## config.mk

```make
export PLATFORM = sky130hd
export DESIGN_NAME = sorted_priority_queue_unit
export DESIGN_NICKNAME = d
export VERILOG_FILES = /design/src/hdl/spq_pkg.sv /design/src/hdl/sorted_priority_queue_unit.sv /design/src/hdl/spq_store.sv /design/src/hdl/spq_ctrl.sv
export SDC_FILE = /design/constraint.sdc
export NUM_CORES = 1
export LEC_CHECK = 0
export BUFFER_PORTS_ARGS = -buffer_cell sky130_fd_sc_hd__buf_2
export CORE_UTILIZATION = 40
export CTS_CLUSTER_SIZE = 14
export DETAILED_ROUTE_END_ITERATION = 6
export REMOVE_ABC_BUFFERS = 1
export SYNTH_ARGS = -nofsm -noshare
export SYNTH_HDL_FRONTEND = slang
export SYNTH_HIERARCHICAL = 1
export SYNTH_SLANG_ARGS = --single-unit
```

## constraint.sdc

```tcl
create_clock -name clk -period 18.2 [get_ports clk]
set_input_delay 1.82 -clock clk [delete_from_list [all_inputs] [get_ports clk]]
set_output_delay 1.82 -clock clk [all_outputs]
set_load 0.05 [all_outputs]
```

## src/hdl/spq_pkg.sv

```systemverilog
// Shared codes and control types for the sorted priority queue.
// No dependencies; imported by the sequencer, the entry store and the top level.
`default_nettype none

package spq_pkg;

	// request codes carried in s_tuser
	localparam logic [1:0] REQ_ENQ  = 2'd0;
	localparam logic [1:0] REQ_DEQ  = 2'd1;
	localparam logic [1:0] REQ_PEEK = 2'd2;

	// result status codes
	localparam logic [1:0] STAT_OK    = 2'd0;
	localparam logic [1:0] STAT_EMPTY = 2'd1;
	localparam logic [1:0] STAT_FULL  = 2'd2;

	localparam int VALUE_BITS = 32;

	// port enables from the sequencer to the entry store
	typedef struct packed {
		logic wr_en;
		logic rd_en;
	} mem_ctl_t;

endpackage

`default_nettype wire

```

## src/hdl/sorted_priority_queue_unit.sv

```systemverilog
// Sorted priority queue: up to CAPACITY value/priority pairs, largest priority out first,
// equal priorities in arrival order.
//
// Input channel s_*: one request per transaction; s_tuser carries the request code
// (enqueue, dequeue, peek), s_tdata the value and its priority. Output channel m_*: one
// result per request with front value, status, empty flag and entry count after the
// request. Code 3 is a no-op that still reports the count.
//
// Entries sit in a ring buffer, so dequeue and peek need one store read: the front value
// is registered in ST_FRONT, then passes ST_DONE into the output register. Enqueue walks
// from the rear toward the front, one priority compare and one entry move per cycle
// through the single comparator and store port pair. A full or empty error, or an enqueue
// into an empty store, goes straight from idle to ST_DONE with no store read.
// s_tready is high only while the sequencer is idle; one request is in work at a time.
//
// Reset empties the queue at once (pointers and count cleared, no store sweep).
// A result waits in the output register while m_tready is low; the next request is
// still taken and worked on, and its result is held until the register frees.
`default_nettype none

module sorted_priority_queue_unit import spq_pkg::*; #(
	parameter int CAPACITY  = 16,
	parameter int PRIO_BITS = 8,
	localparam int CW    = $clog2(CAPACITY + 1),
	localparam int IN_W  = ((VALUE_BITS + PRIO_BITS + 7) / 8) * 8,
	localparam int OUT_W = ((VALUE_BITS + 3 + CW + 7) / 8) * 8
) (
	input  wire logic             clk,
	input  wire logic             arst_n,
	input  wire logic             s_tvalid,
	output logic                  s_tready,
	input  wire logic [IN_W-1:0]  s_tdata,  // new_value, priority_req
	input  wire logic [1:0]       s_tuser,  // req_type
	output logic                  m_tvalid,
	input  wire logic             m_tready,
	output logic      [OUT_W-1:0] m_tdata   // front_value, status, is_empty, entry_count
);

	localparam int AW = $clog2(CAPACITY);
	localparam int EW = PRIO_BITS + VALUE_BITS;

	mem_ctl_t              mem_ctl;
	logic [AW-1:0]         wr_addr;
	logic [EW-1:0]         wr_data;
	logic [AW-1:0]         rd_addr;
	logic [EW-1:0]         rd_data;

	logic                  res_valid;
	logic                  res_ready;
	logic [VALUE_BITS-1:0] res_front;
	logic [1:0]            res_status;
	logic [CW-1:0]         res_count;

	logic                  out_valid_q;
	logic [OUT_W-1:0]      out_data_q;

	spq_ctrl #(
		.CAPACITY  (CAPACITY),
		.PRIO_BITS (PRIO_BITS)
	) u_ctrl (
		.clk        (clk),
		.arst_n     (arst_n),
		.in_valid   (s_tvalid),
		.in_ready   (s_tready),
		.in_req     (s_tuser),
		.in_value   (s_tdata[VALUE_BITS-1:0]),
		.in_prio    (s_tdata[EW-1:VALUE_BITS]),
		.mem_ctl    (mem_ctl),
		.wr_addr    (wr_addr),
		.wr_data    (wr_data),
		.rd_addr    (rd_addr),
		.rd_data    (rd_data),
		.res_valid  (res_valid),
		.res_ready  (res_ready),
		.res_front  (res_front),
		.res_status (res_status),
		.res_count  (res_count)
	);

	spq_store #(
		.DEPTH (CAPACITY),
		.EW    (EW)
	) u_store (
		.clk     (clk),
		.ctl     (mem_ctl),
		.wr_addr (wr_addr),
		.wr_data (wr_data),
		.rd_addr (rd_addr),
		.rd_data (rd_data)
	);

	assign res_ready = !out_valid_q || m_tready;

	always_ff @(posedge clk or negedge arst_n) begin
		if (!arst_n) begin
			out_valid_q <= 1'b0;
		end else if (res_ready) begin
			out_valid_q <= res_valid;
		end
	end

	// zero-fill up to whole bytes
	always_ff @(posedge clk) begin
		if (res_valid && res_ready) begin
			out_data_q <= OUT_W'({res_count, (res_count == '0), res_status, res_front});
		end
	end

	assign m_tvalid = out_valid_q;
	assign m_tdata  = out_data_q;

endmodule

`default_nettype wire

```

## src/hdl/spq_store.sv

```systemverilog
// Entry store of the sorted priority queue: one write and one registered read per cycle.
// Depends on spq_pkg for the port enable struct.
`default_nettype none

module spq_store import spq_pkg::*; #(
	parameter int DEPTH = 16,
	parameter int EW    = 40
) (
	input  wire logic                     clk,
	input  wire mem_ctl_t                 ctl,
	input  wire logic [$clog2(DEPTH)-1:0] wr_addr,
	input  wire logic [EW-1:0]            wr_data,
	input  wire logic [$clog2(DEPTH)-1:0] rd_addr,
	output logic      [EW-1:0]            rd_data
);

	logic [EW-1:0] mem [DEPTH];
	logic [EW-1:0] rd_data_q;

	always_ff @(posedge clk) begin
		if (ctl.wr_en) begin
			mem[wr_addr] <= wr_data;
		end
		if (ctl.rd_en) begin
			rd_data_q <= mem[rd_addr];
		end
	end

	assign rd_data = rd_data_q;

endmodule

`default_nettype wire

```

## src/hdl/spq_ctrl.sv

```systemverilog
// Sequencer of the sorted priority queue: circular ring pointers, one priority
// comparator reused for each shift step of an insert. Depends on spq_pkg.
`default_nettype none

module spq_ctrl import spq_pkg::*; #(
	parameter int CAPACITY  = 16,
	parameter int PRIO_BITS = 8,
	localparam int AW = $clog2(CAPACITY),
	localparam int CW = $clog2(CAPACITY + 1),
	localparam int EW = PRIO_BITS + VALUE_BITS
) (
	input  wire logic                  clk,
	input  wire logic                  arst_n,
	input  wire logic                  in_valid,
	output logic                       in_ready,
	input  wire logic [1:0]            in_req,
	input  wire logic [VALUE_BITS-1:0] in_value,
	input  wire logic [PRIO_BITS-1:0]  in_prio,
	output mem_ctl_t                   mem_ctl,
	output logic      [AW-1:0]         wr_addr,
	output logic      [EW-1:0]         wr_data,
	output logic      [AW-1:0]         rd_addr,
	input  wire logic [EW-1:0]         rd_data,
	output logic                       res_valid,
	input  wire logic                  res_ready,
	output logic      [VALUE_BITS-1:0] res_front,
	output logic      [1:0]            res_status,
	output logic      [CW-1:0]         res_count
);

	localparam logic [2:0] ST_IDLE  = 3'd0;
	localparam logic [2:0] ST_CMP   = 3'd1;
	localparam logic [2:0] ST_INS   = 3'd2;
	localparam logic [2:0] ST_FRONT = 3'd3;
	localparam logic [2:0] ST_DONE  = 3'd4;

	localparam logic [AW-1:0] LAST_IDX = AW'(CAPACITY - 1);
	localparam logic [CW-1:0] FULL_CNT = CW'(CAPACITY);

	logic [2:0]            state_q, state_d;
	logic [AW-1:0]         head_q, head_d;
	logic [AW-1:0]         tail_q, tail_d;
	logic [CW-1:0]         count_q, count_d;

	logic [1:0]            req_q;
	logic [VALUE_BITS-1:0] val_q;
	logic [PRIO_BITS-1:0]  prio_q;
	logic [AW-1:0]         wr_ptr_q, wr_ptr_d;
	logic [AW-1:0]         rd_ptr_q, rd_ptr_d;
	logic [CW-1:0]         left_q, left_d;
	logic [VALUE_BITS-1:0] front_q, front_d;
	logic [1:0]            status_q, status_d;

	logic                  accept;
	logic [PRIO_BITS-1:0]  rd_prio;

	function automatic logic [AW-1:0] ring_inc(input logic [AW-1:0] p);
		ring_inc = (p == LAST_IDX) ? '0 : p + AW'(1);
	endfunction

	function automatic logic [AW-1:0] ring_dec(input logic [AW-1:0] p);
		ring_dec = (p == '0) ? LAST_IDX : p - AW'(1);
	endfunction

	assign in_ready = (state_q == ST_IDLE);
	assign accept   = in_valid && in_ready;
	assign rd_prio  = rd_data[EW-1:VALUE_BITS];

	always_comb begin
		state_d     = state_q;
		head_d      = head_q;
		tail_d      = tail_q;
		count_d     = count_q;
		wr_ptr_d    = wr_ptr_q;
		rd_ptr_d    = rd_ptr_q;
		left_d      = left_q;
		front_d     = front_q;
		status_d    = status_q;
		mem_ctl     = '0;
		wr_addr     = wr_ptr_q;
		wr_data     = {prio_q, val_q};
		rd_addr     = rd_ptr_q;
		unique case (state_q)
			ST_IDLE: begin
				if (accept) begin
					front_d  = '0;
					status_d = STAT_OK;
					state_d  = ST_DONE;
					unique case (in_req)
						REQ_ENQ: begin
							if (count_q == FULL_CNT) begin
								status_d = STAT_FULL;
							end else if (count_q == '0) begin
								// nothing to pass over: write at the rear now
								mem_ctl.wr_en = 1'b1;
								wr_addr       = tail_q;
								wr_data       = {in_prio, in_value};
								tail_d        = ring_inc(tail_q);
								count_d       = count_q + CW'(1);
							end else begin
								mem_ctl.rd_en = 1'b1;
								rd_addr       = ring_dec(tail_q);
								rd_ptr_d      = ring_dec(tail_q);
								wr_ptr_d      = tail_q;
								left_d        = count_q;
								state_d       = ST_CMP;
							end
						end
						REQ_DEQ, REQ_PEEK: begin
							if (count_q == '0) begin
								status_d = STAT_EMPTY;
							end else begin
								mem_ctl.rd_en = 1'b1;
								rd_addr       = head_q;
								state_d       = ST_FRONT;
							end
						end
						default: begin
						end
					endcase
				end
			end
			ST_CMP: begin
				if (rd_prio < prio_q) begin
					// move the lower entry one slot toward the rear
					mem_ctl.wr_en = 1'b1;
					wr_addr       = wr_ptr_q;
					wr_data       = rd_data;
					wr_ptr_d      = rd_ptr_q;
					left_d        = left_q - CW'(1);
					if (left_q == CW'(1)) begin
						state_d = ST_INS;
					end else begin
						mem_ctl.rd_en = 1'b1;
						rd_addr       = ring_dec(rd_ptr_q);
						rd_ptr_d      = ring_dec(rd_ptr_q);
					end
				end else begin
					mem_ctl.wr_en = 1'b1;
					wr_addr       = wr_ptr_q;
					tail_d        = ring_inc(tail_q);
					count_d       = count_q + CW'(1);
					state_d       = ST_DONE;
				end
			end
			ST_INS: begin
				mem_ctl.wr_en = 1'b1;
				wr_addr       = wr_ptr_q;
				tail_d        = ring_inc(tail_q);
				count_d       = count_q + CW'(1);
				state_d       = ST_DONE;
			end
			ST_FRONT: begin
				front_d = rd_data[VALUE_BITS-1:0];
				if (req_q == REQ_DEQ) begin
					head_d  = ring_inc(head_q);
					count_d = count_q - CW'(1);
				end
				state_d = ST_DONE;
			end
			ST_DONE: begin
				if (res_ready) begin
					state_d = ST_IDLE;
				end
			end
			default: begin
				state_d = ST_IDLE;
			end
		endcase
	end

	always_ff @(posedge clk or negedge arst_n) begin
		if (!arst_n) begin
			state_q <= ST_IDLE;
			head_q  <= '0;
			tail_q  <= '0;
			count_q <= '0;
		end else begin
			state_q <= state_d;
			head_q  <= head_d;
			tail_q  <= tail_d;
			count_q <= count_d;
		end
	end

	always_ff @(posedge clk) begin
		if (accept) begin
			req_q  <= in_req;
			val_q  <= in_value;
			prio_q <= in_prio;
		end
		wr_ptr_q <= wr_ptr_d;
		rd_ptr_q <= rd_ptr_d;
		left_q   <= left_d;
		front_q  <= front_d;
		status_q <= status_d;
	end

	assign res_valid  = (state_q == ST_DONE);
	assign res_front  = front_q;
	assign res_status = status_q;
	assign res_count  = count_q;

endmodule

`default_nettype wire

```

[Yosys cells after proc, flatten, opt, wreduce, memory -nomap -nowiden]
Memories as Yosys holds them, arrays and structs flattened. A register that Yosys moved wholly into a read port is not among the register bits.
Cells that the tools add are included.
Operators by class
  equality and inequality tests: 21
  reduce and logical (&&, ||, !) cells: 24
  add/sub/neg operators: 7
  order comparisons: 1
  multiplexer cells: 77
Operators by type and width (count)
  2-to-1 mux 40 bit: 5
  2-to-1 mux 4 bit: 27
  one-hot mux 40 bit (2 select lines): 1
  one-hot mux 32 bit (2 select lines): 1
  2-to-1 mux 5 bit: 11
  2-to-1 mux 32 bit: 1
  one-hot mux 4 bit (2 select lines): 4
  2-to-1 mux 3 bit: 7
  one-hot mux 5 bit (4 select lines): 1
  inequality test 2 bit (second input constant): 6
  one-hot mux 3 bit (4 select lines): 1
  one-hot mux 4 bit (3 select lines): 1
  AND reduction 6 bit: 2
  one-hot mux 5 bit (2 select lines): 1
  subtractor 5 x 1 -> 5 bit (second input constant): 2
  adder 4 x 1 -> 4 bit (second input constant): 2
  equality test 4 bit (second input constant): 2
  logical NOT 4 bit: 2
  < comparator 8 bit: 1
  2-to-1 mux 1 bit: 8
  subtractor 4 x 1 -> 4 bit (second input constant): 2
  AND reduction 7 bit: 1
  equality test 3 x 2 -> 1 bit (second input constant): 2
  2-to-1 mux 2 bit: 3
  other kinds (24): 36
Word-level totals
  memories kept: 1
  input bits: 46
  output and inout bits: 42
  memory bits (writable): 640
  word-level logic and storage cells: 145
  flip-flop bits (word level): 146
Memory list
  u_store.mem: words 16, bits a word 40, rd ports 1, clocked after memory_dff 1, write ports 1, RTL line spq_store.sv:17  | logic [EW-1:0] mem [DEPTH];

[Logic depth before layout (Yosys ltp)]
  word-level depth: 8
  gate-level depth with buffers: 14
  gate-level depth less buffers: 11

[By module]
Netlist, hierarchy kept.
By module, submodules not included
  spq_store: area an instance 25532.0 sq um, cells each 1040, instances 1, seq. area each 20419.6 sq um
  spq_ctrl: area an instance 5460.2 sq um, cells each 506, instances 1, seq. area each 3072.9 sq um
  sorted_priority_queue_unit: area an instance 1256.2 sq um, cells each 46, instances 1, seq. area each 1226.2 sq um

[Worst setup path before layout]
Ideal clock, no wire load.
  path type: input-to-reg
  start: in s_tvalid
  end: mem u_store.mem[0][0], enable pin
  buffers on the path: 2
  setup time: 0.487 ns
  data arrival time: 7.081 ns
  stages: 8
  required time: 17.713 ns
  setup slack: 10.632 ns
  cells stage by stage: nand3b_1 -> inv_1 -> and4b_1 -> buf_2 -> buf_1 -> o21bai_1 -> or3b_2 -> nor3_1
RTL lines
  start, declared: RTL line sorted_priority_queue_unit.sv:30  | input wire logic s_tvalid,
  end, declared: RTL line spq_store.sv:17

[Final worst setup path]
  start: in s_tvalid
  end: reg u_store.rd_data_q[30], in the netlist u_store/rd_data[30], read port of u_store.mem (data pin)
Between the ends
  longest elaborated chain between the ends: 3
  elaborated cells between the ends (all ways): 5
  those cells by class: mux (4); reduce/logical (1)
RTL lines
  logical AND 1 bit: RTL line spq_ctrl.sv:66  | assign accept = in_valid && in_ready;
  net u_ctrl.accept: RTL line spq_ctrl.sv:54  | logic accept;
  2-to-1 mux 4 bit: RTL line spq_ctrl.sv:85  | if (accept) begin
  one-hot mux 4 bit (2 select lines): RTL line spq_ctrl.sv:83  | unique case (state_q)
  net rd_addr[0]: RTL line sorted_priority_queue_unit.sv:45  | logic [AW-1:0] rd_addr;
  end, declared: RTL line spq_store.sv:18  | logic [EW-1:0] rd_data_q;
The timed path passes the listed nets, and every way through them passes these cells.
A chain may end at the register's enable or synchronous reset.

==> out/qor.tcl <==
set qor(final.setup_skew_ns) 0.01868
set qor(h-tree-depth) 3
set qor(post_synth_inst_count) 1592
set qor(min-delay-path-class) {reg -> reg}
set qor(grt_setup_unrepaired) {no}
set qor(path_max_fanout) 106
set qor(max_vdd_drop_mv) 0.2434
set qor(wirelength_um) 73810
set qor(postCtsResizedCells) 0
set qor(worst_path_dominant_cell_family) {buffers and inverters}
set qor(synth_compound_gate_area_share_pct) 4.241
set qor(clock_insertion_delay_worst_skew_ns) 0.63
set qor(ys_ff_latch) 826
set qor(synth_area_per_cell_um2) 20.26
set qor(required_time_of_the_critical_path_ns) 18.58
set qor(slowest_delay_ns) 0.92
set qor(cts.root.buffer_cell) {clkbuf_16}
set qor(critical_path.cell_chain) {buf_2, nand3b_1, inv_2, buf_4, nand2_1, o211ai_1, buf_12, buf_4, mux4_1, a22oi_1, nand2_1}
set qor(synth_largest_type_area_fraction_pct) 75.33
set qor(worstSetupStartpoint) {s_tvalid}
set qor(via_density_per_instance) 5.600
set qor(max_clock_buf_depth) 3
set qor(synthSimpleGateAreaFrac_pct) 3.783
set qor(synth_xor_area_share_pct) 0.3531
set qor(synth_top_area_cell) {edfxtp_1}
set qor(hp-start) {u_ctrl/res_front[18]}
set qor(final_design_area_no_fill_um2) 36700
set qor(number_of_global_route_vias_before_repair) 16160
set qor(number_of_hold_repair_buffers_added_at_the_cts_stage) 0
set qor(drive_gt1_share_pct) 21.56
set qor(critical_path_buf_inv_count) 5
set qor(std_cell_rows) 103
set qor(filler_cell_count) 6643
set qor(dominant_combinational_cell_family_by_area_after_synthesis) {multiplexers}
set qor(end_kind) {flip-flop}
set qor(synthMuxAreaShare_pct) 12.32
set qor(antenna_found_initial) 3
set qor(boundaryPins) 88
set qor(numCtsBuffers) 85
set qor(count_of_flip_flops_with_a_built_in_enable_after_synthesis) 809
set qor(first_pass_drt_iterations) 5
set qor(synth_top_cells_by_count) {edfxtp_1, nand2_1, a22oi_1}
set qor(outcome) {finished, final reports clean}
set qor(maxSlewHeadroom_pct) 22.14
set qor(worstPathArrival_ns) 6.31
set qor(number_of_endpoints_failing_setup_at_the_final_stage) 0
set qor(final.min_clock_period_ns) 5.935
set qor(via_count) 15890
set qor(yosys-top-cells-area) {edfxtp_1, mux4_2, mux4_1, a22oi_1, nand2_1}
set qor(critical-path-slowest-cell) {buf_4}
set qor(report.final.slew_viol_count) 0
set qor(dp_hpwl_um) 36600
set qor(floorplan.die_area_um2) 81760
set qor(timing_worst_slew_pin_value_ns) 1.165
set qor(routabilityCongestion) 0.7948
set qor(clkSlewWorstSetupHoldPaths_ns) 0.06
set qor(regToRegStartpoint) {u_ctrl/state_q[2]}
set qor(syn_to_final_growth_pct) 13.82
set qor(timing.setup.tns_ns) 0
set qor(synthArstFlopShare_pct) 2.058
set qor(synth_ff_type) {edfxtp_1}
set qor(power_density_nw_per_um2) 178.8
set qor(number_of_distinct_standard_cells_referenced_by_the_synthesized_netlist) 59
set qor(die_h_um) 285.9
set qor(max_cap_violations) 0
set qor(hold_violation_total_from_the_final_report) 0
set qor(global_route.overflow_total) 0
set qor(tritoncts_num_sinks) 826
set qor(synth-adder-area-share_pct) 0.7605
set qor(post_cts.repair.setup_buffers) 0
set qor(pin_count_of_the_biggest_net_entering_global_routing) 161
set qor(global_route.usage.total_pct) 18.12
set qor(total_power_mw) 6.561
set qor(criticalPathCategory) {in -> reg}
set qor(timing.fmax_mhz) 168.5
set qor(dpl_cell_area_um2) 33930
set qor(die_w_um) 285.9
set qor(final_antenna_net_count) 0
set qor(synth_most_common_cell) {edfxtp_1}
set qor(yosys_warnings) 6
set qor(holdWs_ns) 0.4124
set qor(post-route-drc-count) 0
set qor(syn_area_um2) 32250
set qor(worst_setup_path_start_kind) {primary input}
set qor(post-route-period-util_pct) 32.61
set qor(synth.yosys.seq_area_share_pct) 76.65
set qor(wl_per_cell_um) 26.02
set qor(drt_iter0_drcs) 1539
set qor(global_route_wire_length_before_repair_um) 108100
set qor(cellLeakagePower_nw) 12.18
set qor(layout_nets) 1783
set qor(place.port_buffers) 87
set qor(fp.coreArea_um2) 79390
set qor(initial_core_util_pct) 40.62
set qor(tritoncts) {yes}
state kept, by name, summed over array words and instances (netlist names):
signal / cells
m_tdata: 40
m_tvalid: 1
u_ctrl/head_q: 4
u_ctrl/left_q: 5
u_ctrl/prio_q: 8
u_ctrl/rd_ptr_q: 4
u_ctrl/req_q: 2
u_ctrl/res_count: 5
u_ctrl/res_front: 32
u_ctrl/res_status: 2
u_ctrl/state_q: 3
u_ctrl/tail_q: 4
u_ctrl/val_q: 32
u_ctrl/wr_ptr_q: 4
u_store/mem: 640
u_store/rd_data: 40
final timing paths:
path,endpoint,slack (ns),cells past startpoint
setup / recovery,u_store/rd_data[30],12.27,11
hold / removal,m_tdata[18],0.41,0
setup reg to reg,u_store/rd_data[30],12.71,11
hold reg to reg,m_tdata[18],0.41,0
max in group asynchronous,u_ctrl/state_q[2],16.78,1
min in group asynchronous,u_ctrl/res_count[3],1.12,1
where the power goes:
| group | internal (mW) | switching (mW) |
|---|---|---|
| sequential | 2.64 | 0.123 |
| combinational | 0.778 | 1.29 |
| clock | 1.02 | 0.710 |
| total | 4.44 | 2.12 |
placed cells by master (no fill, tap or decap), drive strengths merged, types with 3 or more instances in the layout:
cell type / instances
a211oi: 3
a21o: 3
a21oi: 21
a22oi: 123
a31oi: 3
and2: 35
buf: 120
bufinv: 9
clkbuf: 105
clkinv: 37
dfrtp: 17
edfxtp: 809
ha: 18
inv: 27
mux2: 11
mux4: 160
nand2: 154
nand2b: 6
nand3: 5
nand3b: 4
nor2: 37
nor2b: 5
nor3: 8
o21ai: 17
o31ai: 3
xnor2: 11
stage by stage:
| stage | setup WS (ns) | cells | utilization [%] |
|---|---|---|---|
| after CTS | 12.20 | 2836 | 46.23 |
| final | 12.27 | 2837 | 46.23 |
| after global routing | 11.93 | 2836 | 46.23 |
| after global placement | 11.62 | 2681 | 42.74 |
| after detailed placement | 11.50 | 2681 | 42.74 |
| after floorplan | 1.124 | 1511 | - |
logic make-up after synthesis:
group	Yosys count
xor+xnor	13
mux	173
simple gates	265
fa+ha+maj	19
compound gates	190
buf+inv	106
flops	826
area by class of cell:
| cell class | count | area, um^2 | area share, % |
|---|---|---|---|
| clock buffers | 105 | 2276 | 6.201 |
| multi-input cells | 660 | 7096 | 19.33 |
| clock inverters | 50 | 495.5 | 1.350 |
| inverters | 25 | 93.84 | 0.2557 |
| flip-flops and latches | 826 | 24720 | 67.35 |
| diodes | 1 | 2.502 | 0.006818 |
| repair buffers | 120 | 708.2 | 1.929 |
| well taps | 1050 | 1314 | 3.579 |
metal layers:
| metal | up-vias | GRT usage (%) | wire (um) |
|---|---|---|---|
| li1 | 6804 | - | - |
| met1 | 8412 | 25.75 | 32210 |
| met2 | 577 | 29.15 | 35450 |
| met3 | 93 | 2.895 | 4924 |
| met4 | 2 | 4.799 | 1215 |
| met5 | - | 0 | 13 |
No activity file was read; power rests on OpenSTA's default activity.
